**src/rtl/rmof_pkg.sv**
```systemverilog
`default_nettype none
package rmof_pkg;

  localparam int unsigned MaxSamplesDef = 128;
  localparam int unsigned StampW = 64;
  localparam int unsigned CpuW = 32;
  localparam int unsigned CountW = 8;
  localparam int unsigned MultW = 8;
  localparam logic [MultW-1:0] MultReset = 8'd8;

  typedef enum logic {
    KIND_DELTA = 1'b0,
    KIND_MIGR  = 1'b1
  } kind_e;

  typedef struct packed {
    kind_e             kind;
    logic              last;
    logic [StampW-1:0] delta;
  } entry_t;

  typedef enum logic [2:0] {
    ST_IDLE,
    ST_CAND_RD,
    ST_CAND_WT,
    ST_SCAN,
    ST_CHECK,
    ST_LIMIT,
    ST_LIMIT_CHK,
    ST_DONE
  } state_e;

endpackage
`default_nettype wire

```
**src/rtl/rmof_queue.sv**
```systemverilog
`default_nettype none
module rmof_queue import rmof_pkg::*; (
  input  wire logic   clk_i,
  input  wire logic   rst_ni,
  input  wire logic   push_i,
  input  wire entry_t push_data_i,
  output logic        full_o,
  input  wire logic   pop_i,
  output logic        valid_o,
  output entry_t      pop_data_o
);

  entry_t     slots_q [2];
  logic       wr_q, wr_d, rd_q, rd_d;
  logic [1:0] cnt_q, cnt_d;

  assign full_o     = (cnt_q == 2'd2);
  assign valid_o    = (cnt_q != 2'd0);
  assign pop_data_o = slots_q[rd_q];

  always_comb begin
    wr_d  = push_i ? ~wr_q : wr_q;
    rd_d  = pop_i ? ~rd_q : rd_q;
    cnt_d = cnt_q + {1'b0, push_i} - {1'b0, pop_i};
  end

  always_ff @(posedge clk_i) begin
    if (push_i) begin
      slots_q[wr_q] <= push_data_i;
    end
  end

  always_ff @(posedge clk_i or negedge rst_ni) begin
    if (!rst_ni) begin
      wr_q  <= 1'b0;
      rd_q  <= 1'b0;
      cnt_q <= 2'd0;
    end else begin
      wr_q  <= wr_d;
      rd_q  <= rd_d;
      cnt_q <= cnt_d;
    end
  end

endmodule
`default_nettype wire

```
**config.mk**
```make
export PLATFORM = sky130hd
export DESIGN_NAME = rmof_queue
export DESIGN_NICKNAME = d
export VERILOG_FILES = /design/src/rtl/rmof_pkg.sv /design/src/rtl/rmof_queue.sv
export SDC_FILE = /design/constraint.sdc
export NUM_CORES = 1
export LEC_CHECK = 0
export BUFFER_PORTS_ARGS = -buffer_cell sky130_fd_sc_hd__buf_2
export CAP_MARGIN = 20
export CORE_MARGIN = 2
export CORE_UTILIZATION = 52
export DETAILED_ROUTE_END_ITERATION = 8
export GPL_ROUTABILITY_DRIVEN = 0
export GPL_TIMING_DRIVEN = 0
export PLACE_DENSITY_LB_ADDON = 0.1
export SLEW_MARGIN = 20
export SYNTH_ARGS = -nofsm -noshare
export SYNTH_HDL_FRONTEND = slang
export SYNTH_SLANG_ARGS = --single-unit
```
**constraint.sdc**
```tcl
create_clock -name clk_i -period 4.35 [get_ports clk_i]
set_input_delay 0.6525 -clock clk_i [delete_from_list [all_inputs] [get_ports clk_i]]
set_output_delay 0.6525 -clock clk_i [all_outputs]
set_load 0.01 [all_outputs]
```
==> out/metrics.yaml <==
status: "finished, final reports clean"
p_int_uw: 3330
vias: 2519
cp-endpoint: "pop_data_o[46]"
rr_worst_depth: 3
yosys.area.top_type: "edfxtp_1"
vdd_ir_drop_max_v: 0.000351
synth_area_um2: 5070
num_antenna_cells: 0
power_leakage_uw: 0.00264
grt_pass1_wl_mm: 12.6
drc_errors: 0
initial_core_util: 0.526
ctsLongestPathBuffers: 2
rrSetupSlack_ns: 2.72
max_slew.worst_pin.slew_ns: 0.548
root_buffer: "clkbuf_8"
synth_cell_types: 14
drive_above_1_share: 0.619
p_clk_frac: 0.314
yosys-top-cells-area: "edfxtp_1, mux2_4, mux2_2"
fin_cells: 527
seqPwrFrac: 0.400
yosysTopAreaCellShare: 0.781
fin_skew_ns: 0.00512
path_max_fanout: 10
setup-tns-final_ns: 0
antenna_found_initial: 0
crit_start: "rd_q"
finalHoldViolations: 0
r2r_end: "slots_q[0][30]"
clk_pin_slew_worst_paths_ns: 0.06
worstHoldPathType: "in2reg"
synth.net_count: 292
period_needed_ns: 2.43
worst_setup_path_start_kind: "flop"
report.final.slew_viol_count: 0
dp_cells: 494
drtIter0Drc: 72
portBuffers: 137
insertion_delay_ns: 0.51
ys_seq_elements: 136
grt.overflow.total: 0
hp-start: "push_data_i[20]"
synthCells: 220
yosysSeqAreaShare: 0.801
crit_family: "buffers and inverters"
grt_pass1_vias: 2554
worst_path_max_delay_cell: "dfrtp_1"
path_cells: "buf_4 > buf_6 > mux2_4 > buf_2"
die-area_um2: 10600
power.share.combinational: 0.286
core_area_um2: 9640
htree_num_levels: 4
synthToLayoutAreaGrowth_pct: 30.8
finalInstanceArea_um2: 6640
rows: 36
syn_avg_cell_area_um2: 23.1
required_ns: 3.70
fin_nets: 453
vias_per_cell: 4.78
cts_sinks: 136
crit_type: "reg2out"
timing.critical_path.arrival_ns: 1.78
endpoint_kind: "primary output"
die_x_um: 103
cts_tree: "yes"
cap_viol_max_count: 0
rsz0062_at_grt: "false"
io_pins: 138
r2r-start: "wr_q"
slew_headroom: 0.634
chipHeight_um: 103
cp_num_cells: 4
power_uw: 4520
p_sw_uw: 1190
postPlaceCellArea_um2: 6030
min_period_over_period: 0.558
p_sw_frac: 0.264
grt_max_degree: 38
wl_per_cell_um: 16.0
ys_warn_count: 0
fmax_ghz: 0.412
grt_use_total: 0.168
dp_hpwl_mm: 5.64
crit_buf_inv: 3
first_pass_iters: 4
powerDensity_nw_per_um2: 681
cpPeakStageDelay_ns: 0.39
antenna_left: 0
wl_mm: 8.43
cts_buffers: 17
setup_viol: 0
final_util: 0.689
-- layout by cell type, fill, tap and decap left out, types with 2 or more instances in the layout --
cell / instances
buf_16: 2
clkinvlp_4: 2
edfxtp_1: 132
clkinv_2: 2
buf_2: 140
buf_6: 3
mux2_4: 30
mux2_2: 36
inv_1: 2
xor2_1: 2
dfrtp_1: 4
inv_6: 2
buf_12: 2
clkbuf_16: 16
clkinv_1: 5
bufinv_16: 4
ha_1: 2
-- per-stage QoR --
step | hold slack (ns) | worst slack [ns]
5_1_grt | 0.302 | 1.81
3_3_place_gp | 0.461 | -1.56
2_1_floorplan | 0.357 | 0.299
4_1_cts | 0.298 | 1.87
3_5_place_dp | 0.465 | 2.29
6_report | 0.326 | 1.92
-- cell type report --
class                      instances  area [µm²]
clock buffer                      17         414
buffer                             7        56.3
fill                             704        3000
clock inverter                    15         181
tap                              133         166
inverter                           2        7.51
timing repair buffer             142         791
multi-input combinational         75         957
sequential                       136        4060
-- power groups by stage --
stage | Sequential [µW] | Clock [µW] | Combinational, µW
after global placement | 1860 | 0 | 1250
after detailed placement | 1840 | 0 | 1320
after global routing | 1830 | 1500 | 1410
after CTS | 1810 | 1450 | 1330
after floorplan | 1830 | 0 | 846
final | 1810 | 1420 | 1290
-- logic make-up (layout without fill, tap and decap cells) --
group | after synthesis | after routing | synth area share
flip-flops | 136 | 136 | 0.801
buffers and inverters | 9 | 183 | 0.0126
multiplexers | 66 | 66 | 0.169
XOR/XNOR | 3 | 3 | 0.00814
adder cells (fa/ha/maj) | 2 | 2 | 0.00493
AND/OR/NAND/NOR | 4 | 4 | 0.00493
-- Yosys cell counts --
cell type,number
xor2_1,2
buf_4,1
nor2b_1,2
ha_1,2
edfxtp_1,132
or2_2,1
xor3_1,1
and2_1,1
dfrtp_1,4
mux2_4,30
buf_6,3
buf_2,3
inv_1,2
mux2_2,36
-- state kept, by name, summed over array words and instances, names as in the netlist --
signal and count:
rd_q 1, cnt_q 2, slots_q 132, wr_q 1
-- what timing repair did --
| action | CTS | global route |
|---|---|---|
| hold endpoints to repair | 4 | 0 |
| hold buffers | 1 | 0 |
| setup buffers | 0 | 0 |
| resized for setup | 0 | 0 |
| setup endpoints to repair | 0 | 0 |
-- worst min-delay path by stage --
stage | end | slack [ns] | cells past startpoint
finish | slots_q[0][20] | 0.33 | 1
global route | slots_q[0][18] | 0.30 | 1
CTS | slots_q[0][18] | 0.30 | 1
detailed placement | cnt_q[0] | 0.47 | 1
global placement | cnt_q[0] | 0.46 | 1
floorplan | cnt_q[0] | 0.36 | 0
-- layer usage --
metal	GRT usage	routed length, µm	vias to the layer above
met5	0	0	-
met4	0.0698	93	0
met3	0.0834	663	7
met2	0.267	4260	84
met1	0.196	3420	1225
li1	-	-	1203
No activity file was read; power rests on OpenSTA's default activity.
