==> src/rtl/rmof_pkg.sv <==
`default_nettype none
package rmof_pkg;

  localparam int unsigned MaxSamplesDef = 128;
  localparam int unsigned StampW = 64;
  localparam int unsigned CpuW = 32;
  localparam int unsigned CountW = 8;
  localparam int unsigned MultW = 8;
  localparam logic [MultW-1:0] MultReset = 8'd8;

  typedef enum logic {
    KIND_DELTA = 1'b0,
    KIND_MIGR  = 1'b1
  } kind_e;

  typedef struct packed {
    kind_e             kind;
    logic              last;
    logic [StampW-1:0] delta;
  } entry_t;

  typedef enum logic [2:0] {
    ST_IDLE,
    ST_CAND_RD,
    ST_CAND_WT,
    ST_SCAN,
    ST_CHECK,
    ST_LIMIT,
    ST_LIMIT_CHK,
    ST_DONE
  } state_e;

endpackage
`default_nettype wire

==> src/rtl/rmof_front.sv <==
`default_nettype none
module rmof_front import rmof_pkg::*; (
  input  wire logic [StampW-1:0] open_stamp_i,
  input  wire logic [StampW-1:0] close_stamp_i,
  input  wire logic [CpuW-1:0]   cpu_open_i,
  input  wire logic [CpuW-1:0]   cpu_close_i,
  input  wire logic              last_i,
  output entry_t                 entry_o
);

  logic bad;

  // cpu change or stamps that do not increase count as a migration
  assign bad = (cpu_open_i != cpu_close_i) || (close_stamp_i <= open_stamp_i);

  always_comb begin
    entry_o.kind  = bad ? KIND_MIGR : KIND_DELTA;
    entry_o.last  = last_i;
    entry_o.delta = close_stamp_i - open_stamp_i;
  end

endmodule
`default_nettype wire

==> config.mk <==
export PLATFORM = sky130hd
export DESIGN_NAME = rmof_front
export DESIGN_NICKNAME = d
export VERILOG_FILES = /design/src/rtl/rmof_pkg.sv /design/src/rtl/rmof_front.sv
export SDC_FILE = /design/constraint.sdc
export NUM_CORES = 1
export LEC_CHECK = 0
export ABC_AREA = 1
export BUFFER_PORTS_ARGS = -buffer_cell sky130_fd_sc_hd__buf_2
export CAP_MARGIN = 20
export CORE_ASPECT_RATIO = 0.6
export CORE_MARGIN = 1
export CORE_UTILIZATION = 47
export DETAILED_ROUTE_END_ITERATION = 8
export GPL_TIMING_DRIVEN = 0
export PLACE_DENSITY_LB_ADDON = 0.12
export SYNTH_ARGS = -nofsm -noshare
export SYNTH_HDL_FRONTEND = slang
export SYNTH_SLANG_ARGS = --single-unit
==> constraint.sdc <==
create_clock -name vclk -period 3.6
set_input_delay 1.08 -clock vclk [all_inputs]
set_output_delay 1.08 -clock vclk [all_outputs]
set_load 0.01 [all_outputs]
==> results.sh, run 1 <==
export IMPL_status="finished, violations left"
export IMPL_yosysTopAreaCell="nand2_1"
export IMPL_critPathRequiredTime_ns=2.52
export IMPL_fin_ws_ns=-0.693
export IMPL_routed_wl_um=43700
export IMPL_p_leak_nw=7.15
export IMPL_p_seq_share_pct=0
export IMPL_post_route_util_pct=89.9
export IMPL_setup_viol_count_final=59
export IMPL_multi_input_area_mm2=0.00791
export IMPL_ys_warnings_count=0
export IMPL_p_total_mw=2.49
export IMPL_first_iter_violations=1768
export IMPL_worst_path_max_fanout=4
export IMPL_rsz0062_at_grt="true"
export IMPL_slew_violations=0
export IMPL_synth_seq_area_share_pct=0
export IMPL_grt_pass1_vias=9106
export IMPL_holdWs_ns=2.34
export IMPL_path_cells="buf_6, inv_2, ha_4, nand2_1, nand2_1, inv_1, nand2_4, nand2_1, nand2_1, nand2_2, nand3_4, nand2_2, nand3_2, nand2_2, nand2_2, buf_6"
export IMPL_die_y_um=94.4
export IMPL_p_per_area_mw_per_mm2=201
export IMPL_drt_pass1_iterations=9
export IMPL_crit_buf_inv=4
export IMPL_synth_nets=1712
export IMPL_antenna_left=0
export IMPL_switchingPower_mw=1.50
export IMPL_synth_area_top_cells="nand2_1 (35%), inv_1 (23%), ha_1 (12%)"
export IMPL_p_int_mw=0.994
export IMPL_post_route_period_util_pct=119
export IMPL_port_buffers=258
export IMPL_cp_slowest_cell="ha_4"
export IMPL_critPathTopFamily="simple AND/OR/NAND/NOR gates"
export IMPL_synthCells=1454
export IMPL_via_count=11923
export IMPL_overflow=0
export IMPL_layout_nets=2074
export IMPL_swShare_pct=60.1
export IMPL_core_area_mm2=0.0137
export IMPL_design_seq_count=0
export IMPL_max_freq_ghz=0.233
export IMPL_endpoint_kind="output pin"
export IMPL_worstPathArrival_ns=3.21
export IMPL_fin_setup_tns_ns=-23.13
export IMPL_nClkBuffers=0
export IMPL_drc_errors=99
export IMPL_tightest_slew_ns=0.347
export IMPL_rows=33
export IMPL_antenna_found_initial=2
export IMPL_vias_per_cell=5.94
export IMPL_io_pins=259
export IMPL_syn_avg_cell_area_um2=4.60
export IMPL_grt_total_usage_pct=38.6
export IMPL_critPathLaunchType="primary input"
export IMPL_failed_checks="design-rule violations, negative setup slack"
export IMPL_place_congestion=1.06
export IMPL_hold_class="primary input to output pin"
export IMPL_die_area_mm2=0.0147
export IMPL_finalHoldViolations=0
export IMPL_wl_per_cell_um=21.8
export IMPL_comb_power_share_pct=100.0
export IMPL_cpPeakStageDelay_ns=0.30
export IMPL_grt_max_degree=7
export IMPL_die_w_um=156
export IMPL_seq_area_um2=0
export IMPL_critPathKind="primary input to output pin"
export IMPL_fill_cells=660
export IMPL_start_util_pct=48.6
export IMPL_power_frac_clock_pct=0
export IMPL_synth_area_mm2=0.00669
export IMPL_grt_pass1_wl_um=44200
export IMPL_maxCapViolations=0
export IMPL_maxSlewHeadroom_pct=76.8
export IMPL_min_period_ns=4.29
export IMPL_hold_buffers=0
export IMPL_synth_top_area_share_pct=35.4
export IMPL_yosys_cell_types_count=27
export IMPL_detailed_place_hpwl_um=22900
export IMPL_peakVddDrop_mv=0.119
export IMPL_drive_gt1_share_pct=51.3
export IMPL_area_growth_pct=84.9
## metal layers
layer  track usage, %  part of all wire (%)  up-vias
li1                 -                     -     4932
met1             52.8                    32     5299
met2             63.4                    39     1202
met3             7.07                    18      482
met4             7.27                    10        8
met5                0                  0.30        -
## power groups by stage
stage	registers [mW]	logic (mW)	clock network, mW
floorplan	0	0.864	0
global placement	0	1.37	0
detailed placement	0	1.38	0
CTS	0	1.86	0
global route	0	2.56	0
finish	0	2.49	0.00000000299
## cells by family after synthesis
| logic type | after synthesis | synth area share (%) |
|---|---|---|
| xor+xnor | 55 | 7.20 |
| buf+inv | 411 | 23.3 |
| fa+ha+maj | 65 | 12.3 |
| compound gates | 57 | 4.40 |
| simple gates | 866 | 52.9 |
## cell usage after synthesis (3+ instances only)
cell       n
nand4_1   17
nand3_2    6
nand2_2   16
buf_4      3
ha_1      64
a21oi_1   47
xnor2_1   25
nor3_2     4
nor2_1   110
xor2_1    30
nor2_2    19
nor3_1    10
o21ai_0    7
nand2_1  630
nand3_1   48
inv_1    403
## worst paths after layout
check	slack, ns	startpoint	cells after the start	to
worst min-delay path	2.34	last_i	2	entry_o[64]
worst max-delay path	-0.69	open_stamp_i[8]	16	entry_o[53]
## through the flow
| step | std cells | area [um2] | setup WS (ns) |
|---|---|---|---|
| floorplan | 1454 | 6710 | 0.00396 |
| global placement | 1904 | 8250 | -0.622 |
| detailed placement | 1904 | 8250 | -0.605 |
| CTS | 1966 | 10600 | -0.191 |
| global route | 2006 | 12400 | -0.690 |
| finish | 2008 | 12400 | -0.693 |
## timing repair
item / in CTS / in global routing
buffers inserted: 63 / 43
endpoints found under the setup margin: 57 / 58
pin swaps: 149 / 201
gates cloned: 0 / 0
gates resized for setup: 459 / 378
## placed cells by master (no fill, tap or decap), drive strengths merged, types with 3 or more instances in the layout
cell type	n
ha	64
clkinv	3
xor2	30
nand4	17
a21oi	48
o21ai	7
nor3	14
xnor2	25
nand2	646
nor2	130
inv	404
nand3	54
buf	364
## cell type report
cell class                 count  share of cell area, %
inverter                     407                   12.8
multi-input combinational   1043                   64.0
antenna                        2                 0.0405
timing repair buffer         362                   21.1
buffer                         2                  0.182
tap                          192                   1.94
Power figures use the tool's default switching activity.
==> inputs of run 2 (changes only) <==
--- a/config.mk
+++ b/config.mk
@@ -6,12 +6,12 @@
 export NUM_CORES = 1
 export LEC_CHECK = 0
 export ABC_AREA = 1
-export BUFFER_PORTS_ARGS = -buffer_cell sky130_fd_sc_hd__buf_2
 export CAP_MARGIN = 20
 export CORE_ASPECT_RATIO = 0.6
 export CORE_MARGIN = 1
-export CORE_UTILIZATION = 47
+export CORE_UTILIZATION = 62
 export DETAILED_ROUTE_END_ITERATION = 8
+export DONT_BUFFER_PORTS = 1
 export GPL_TIMING_DRIVEN = 0
 export PLACE_DENSITY_LB_ADDON = 0.12
 export SYNTH_ARGS = -nofsm -noshare
==> run 2 against run 1 <==
Compared with the run above:
- the flow now stops in 5_1_grt
- synthesized cell count unchanged
- area after synthesis unchanged
==> results.sh, run 2 <==
export IMPL_status="aborted with a tool error"
export IMPL_lastStage="5_1_grt"
export IMPL_error="[ERROR GRT-0232] Routing congestion too high. Check the congestion heatmap in the GUI."
export IMPL_grt_total_usage_pct=99.1
export IMPL_ys_warnings_count=0
export IMPL_place_ws_ns=-0.441
export IMPL_synthCells=1454
export IMPL_port_buffers=0
export IMPL_syn_avg_cell_area_um2=4.60
export IMPL_ys_top_cells_by_count="nand2_1 (630), inv_1 (403), nor2_1 (110), ha_1 (64), nand3_1 (48)"
export IMPL_yosysTopAreaCell="nand2_1"
export IMPL_worst_endpoint_pin_kind="primary output"
export IMPL_die_y_um=82.5
export IMPL_grt_max_degree=8
export IMPL_start_util_pct=65.8
export IMPL_synth_top_area_share_pct=35.4
export IMPL_die_w_um=136
export IMPL_yosys_cell_types_count=27
export IMPL_synth_area_top_cells="nand2_1 (35%), inv_1 (23%), ha_1 (12%)"
export IMPL_synth_nets=1712
export IMPL_place_congestion=1.08
export IMPL_detailed_place_hpwl_um=22200
export IMPL_grt_worst_endpoint="entry_o[60]"
export IMPL_overflow=979
export IMPL_dpl_cell_area_mm2=0.00688
export IMPL_rows=28
export IMPL_synth_area_mm2=0.00669
export IMPL_synth_seq_area_share_pct=0
export IMPL_io_pins=259
export IMPL_hold_buffers=0
export IMPL_synth_most_common_cell="nand2_1"
-- run 2: cell counts after synthesis --
Identical to the previous run, type by type.
-- run 2: repair_timing --
| item | CTS |
|---|---|
| pin swaps | 41 |
| setup buffers | 22 |
| setup endpoints to repair | 53 |
| resized for setup | 247 |
-- run 2: cells by family after synthesis --
logic type,Yosys count,share of synthesized area [%]
buffers and inverters,411,23.3
AOI/OAI and AO/OA,57,4.40
xor gates and xnor gates,55,7.20
and+or+nand+nor,866,52.9
adders and majority gates,65,12.3
-- run 2: metal layers --
layer / GRT overflow / track usage, %
met3: 20 / 71.6
met5: 2 / 52.3
met2: 771 / 139
met1: 24 / 85.4
met4: 162 / 116
-- run 2: through the flow --
step | utilization (%) | cells
floorplan | - | 1454
global placement | 67.7 | 1589
detailed placement | 67.7 | 1589
CTS | 80.2 | 1611
==> inputs of run 3 (changes only) <==
--- a/config.mk
+++ b/config.mk
@@ -7,13 +7,12 @@
 export LEC_CHECK = 0
 export ABC_AREA = 1
 export CAP_MARGIN = 20
-export CORE_ASPECT_RATIO = 0.6
 export CORE_MARGIN = 1
-export CORE_UTILIZATION = 62
+export CORE_UTILIZATION = 40
 export DETAILED_ROUTE_END_ITERATION = 8
 export DONT_BUFFER_PORTS = 1
 export GPL_TIMING_DRIVEN = 0
-export PLACE_DENSITY_LB_ADDON = 0.12
+export PLACE_DENSITY_LB_ADDON = 0.15
 export SYNTH_ARGS = -nofsm -noshare
 export SYNTH_HDL_FRONTEND = slang
 export SYNTH_SLANG_ARGS = --single-unit
==> constraint.sdc (replaced) <==
create_clock -name vclk -period 4.7
set_input_delay 1.41 -clock vclk [all_inputs]
set_output_delay 1.41 -clock vclk [all_outputs]
set_load 0.01 [all_outputs]
==> run 3 against run 2 <==
Compared with the run above:
- the flow now finishes without violations
==> results.sh, run 3 (synthesized netlist as in run 1, its figures left out) <==
export IMPL_endpoint_kind="output pin"
export IMPL_finalHoldViolations=0
export IMPL_vias_per_cell=4.65
export IMPL_grt_total_usage_pct=25.9
export IMPL_mostFrequentLayoutCells="nand2_1 (629), inv_1 (403), nor2_1 (110)"
export IMPL_nClkBuffers=0
export IMPL_seq_area_um2=0
export IMPL_grt_pass1_vias=7026
export IMPL_antenna_found_initial=0
export IMPL_endpoint="entry_o[57]"
export IMPL_hold_buffers=0
export IMPL_area_growth_pct=4.71
export IMPL_final_common_cell="nand2_1"
export IMPL_place_congestion=0.937
export IMPL_overflow=0
export IMPL_worstPathArrival_ns=3.18
export IMPL_drt_pass1_iterations=6
export IMPL_rsz0062_at_grt="false"
export IMPL_antenna_left=0
export IMPL_layout_nets=1716
export IMPL_tightest_slew_ns=0.395
export IMPL_fin_ws_ns=0.105
export IMPL_critPathRequiredTime_ns=3.29
export IMPL_drive_gt1_share_pct=4.40
export IMPL_die_w_um=131
export IMPL_critPathKind="primary input to output pin"
export IMPL_post_route_util_pct=43.5
export IMPL_grt_max_degree=8
export IMPL_fin_cells=1672
export IMPL_p_leak_nw=4.87
export IMPL_first_iter_violations=510
export IMPL_maxCapViolations=0
export IMPL_min_period_ns=4.59
export IMPL_place_ws_ns=0.0643
export IMPL_design_seq_count=0
export IMPL_core_area_mm2=0.0161
export IMPL_port_buffers=0
export IMPL_post_route_period_util_pct=97.8
export IMPL_fin_setup_tns_ns=0
export IMPL_critPathLaunchType="primary input"
export IMPL_slew_violations=0
export IMPL_start_util_pct=41.5
export IMPL_startpoint="open_stamp_i[51]"
export IMPL_hold_class="primary input to output pin"
export IMPL_wl_per_cell_um=13.6
export IMPL_io_pins=259
export IMPL_p_total_mw=0.893
export IMPL_die_area_mm2=0.0172
export IMPL_worst_path_max_fanout=5
export IMPL_drc_errors=0
export IMPL_worstHoldPathCells=1
export IMPL_peakVddDrop_mv=0.0631
export IMPL_rows=46
export IMPL_diodes=0
export IMPL_p_per_area_mw_per_mm2=127
export IMPL_die_y_um=131
export IMPL_status="completed"
export IMPL_place_inst=1670
export IMPL_grt_pass1_wl_um=36000
export IMPL_maxSlewHeadroom_pct=73.6
export IMPL_detailed_place_hpwl_um=21000
export IMPL_via_count=7770
export IMPL_routed_wl_um=22800
export IMPL_setup_viol_count_final=0
export IMPL_max_freq_ghz=0.218
## run 3: report_power, final
part           leakage, nW  total, mW  switching [mW]  internal (mW)
registers                0          0               0              0
logic                 4.87      0.893           0.622          0.271
clock network            0          0               0              0
total                 4.87      0.893           0.622          0.271
## run 3: cell type report
class	instances	area, um2
plain buffers	4	27.5
fillers	1984	9110
inverters	407	1530
multi-input cells	1043	5160
well taps	216	270
repair buffers	2	15.0
## run 3: routing by layer
layer	global-route usage [%]	up-vias	wire (um)
met1	37.0	3284	11200
met5	0	-	0
met2	44.2	267	10100
met3	1.70	5	1340
met4	1.36	0	104
li1	-	4214	-
## run 3: worst min-delay path by stage
stage,endpoint,start,slack (ns)
global placement,entry_o[64],last_i,2.91
floorplan,entry_o[64],last_i,2.91
detailed placement,entry_o[64],last_i,2.91
CTS,entry_o[64],last_i,2.91
finish,entry_o[64],last_i,2.91
global route,entry_o[64],last_i,2.91
## run 3: what timing repair did
| item | CTS | global route |
|---|---|---|
| setup endpoints to repair | 0 | 14 |
| setup buffers | 0 | 2 |
| resized for setup | 0 | 8 |
## run 3: stage by stage
step / area (um2) / hold slack, ns
3_5_place_dp: 6960 / 2.91
3_3_place_gp: 6960 / 2.91
6_report: 7000 / 2.91
4_1_cts: 6960 / 2.91
2_1_floorplan: 6690 / 2.91
5_1_grt: 7000 / 2.91
## run 3: worst max-delay path, cell delays in order
cell     delay, ns
inv_1         0.02
ha_1          0.42
nand2_1       0.25
inv_1         0.06
a21oi_1       0.24
nor2_1        0.06
nor2_1        0.21
nand2_1       0.10
a21oi_1       0.17
nand2_1       0.08
nand2_1       0.05
nand2_1       0.10
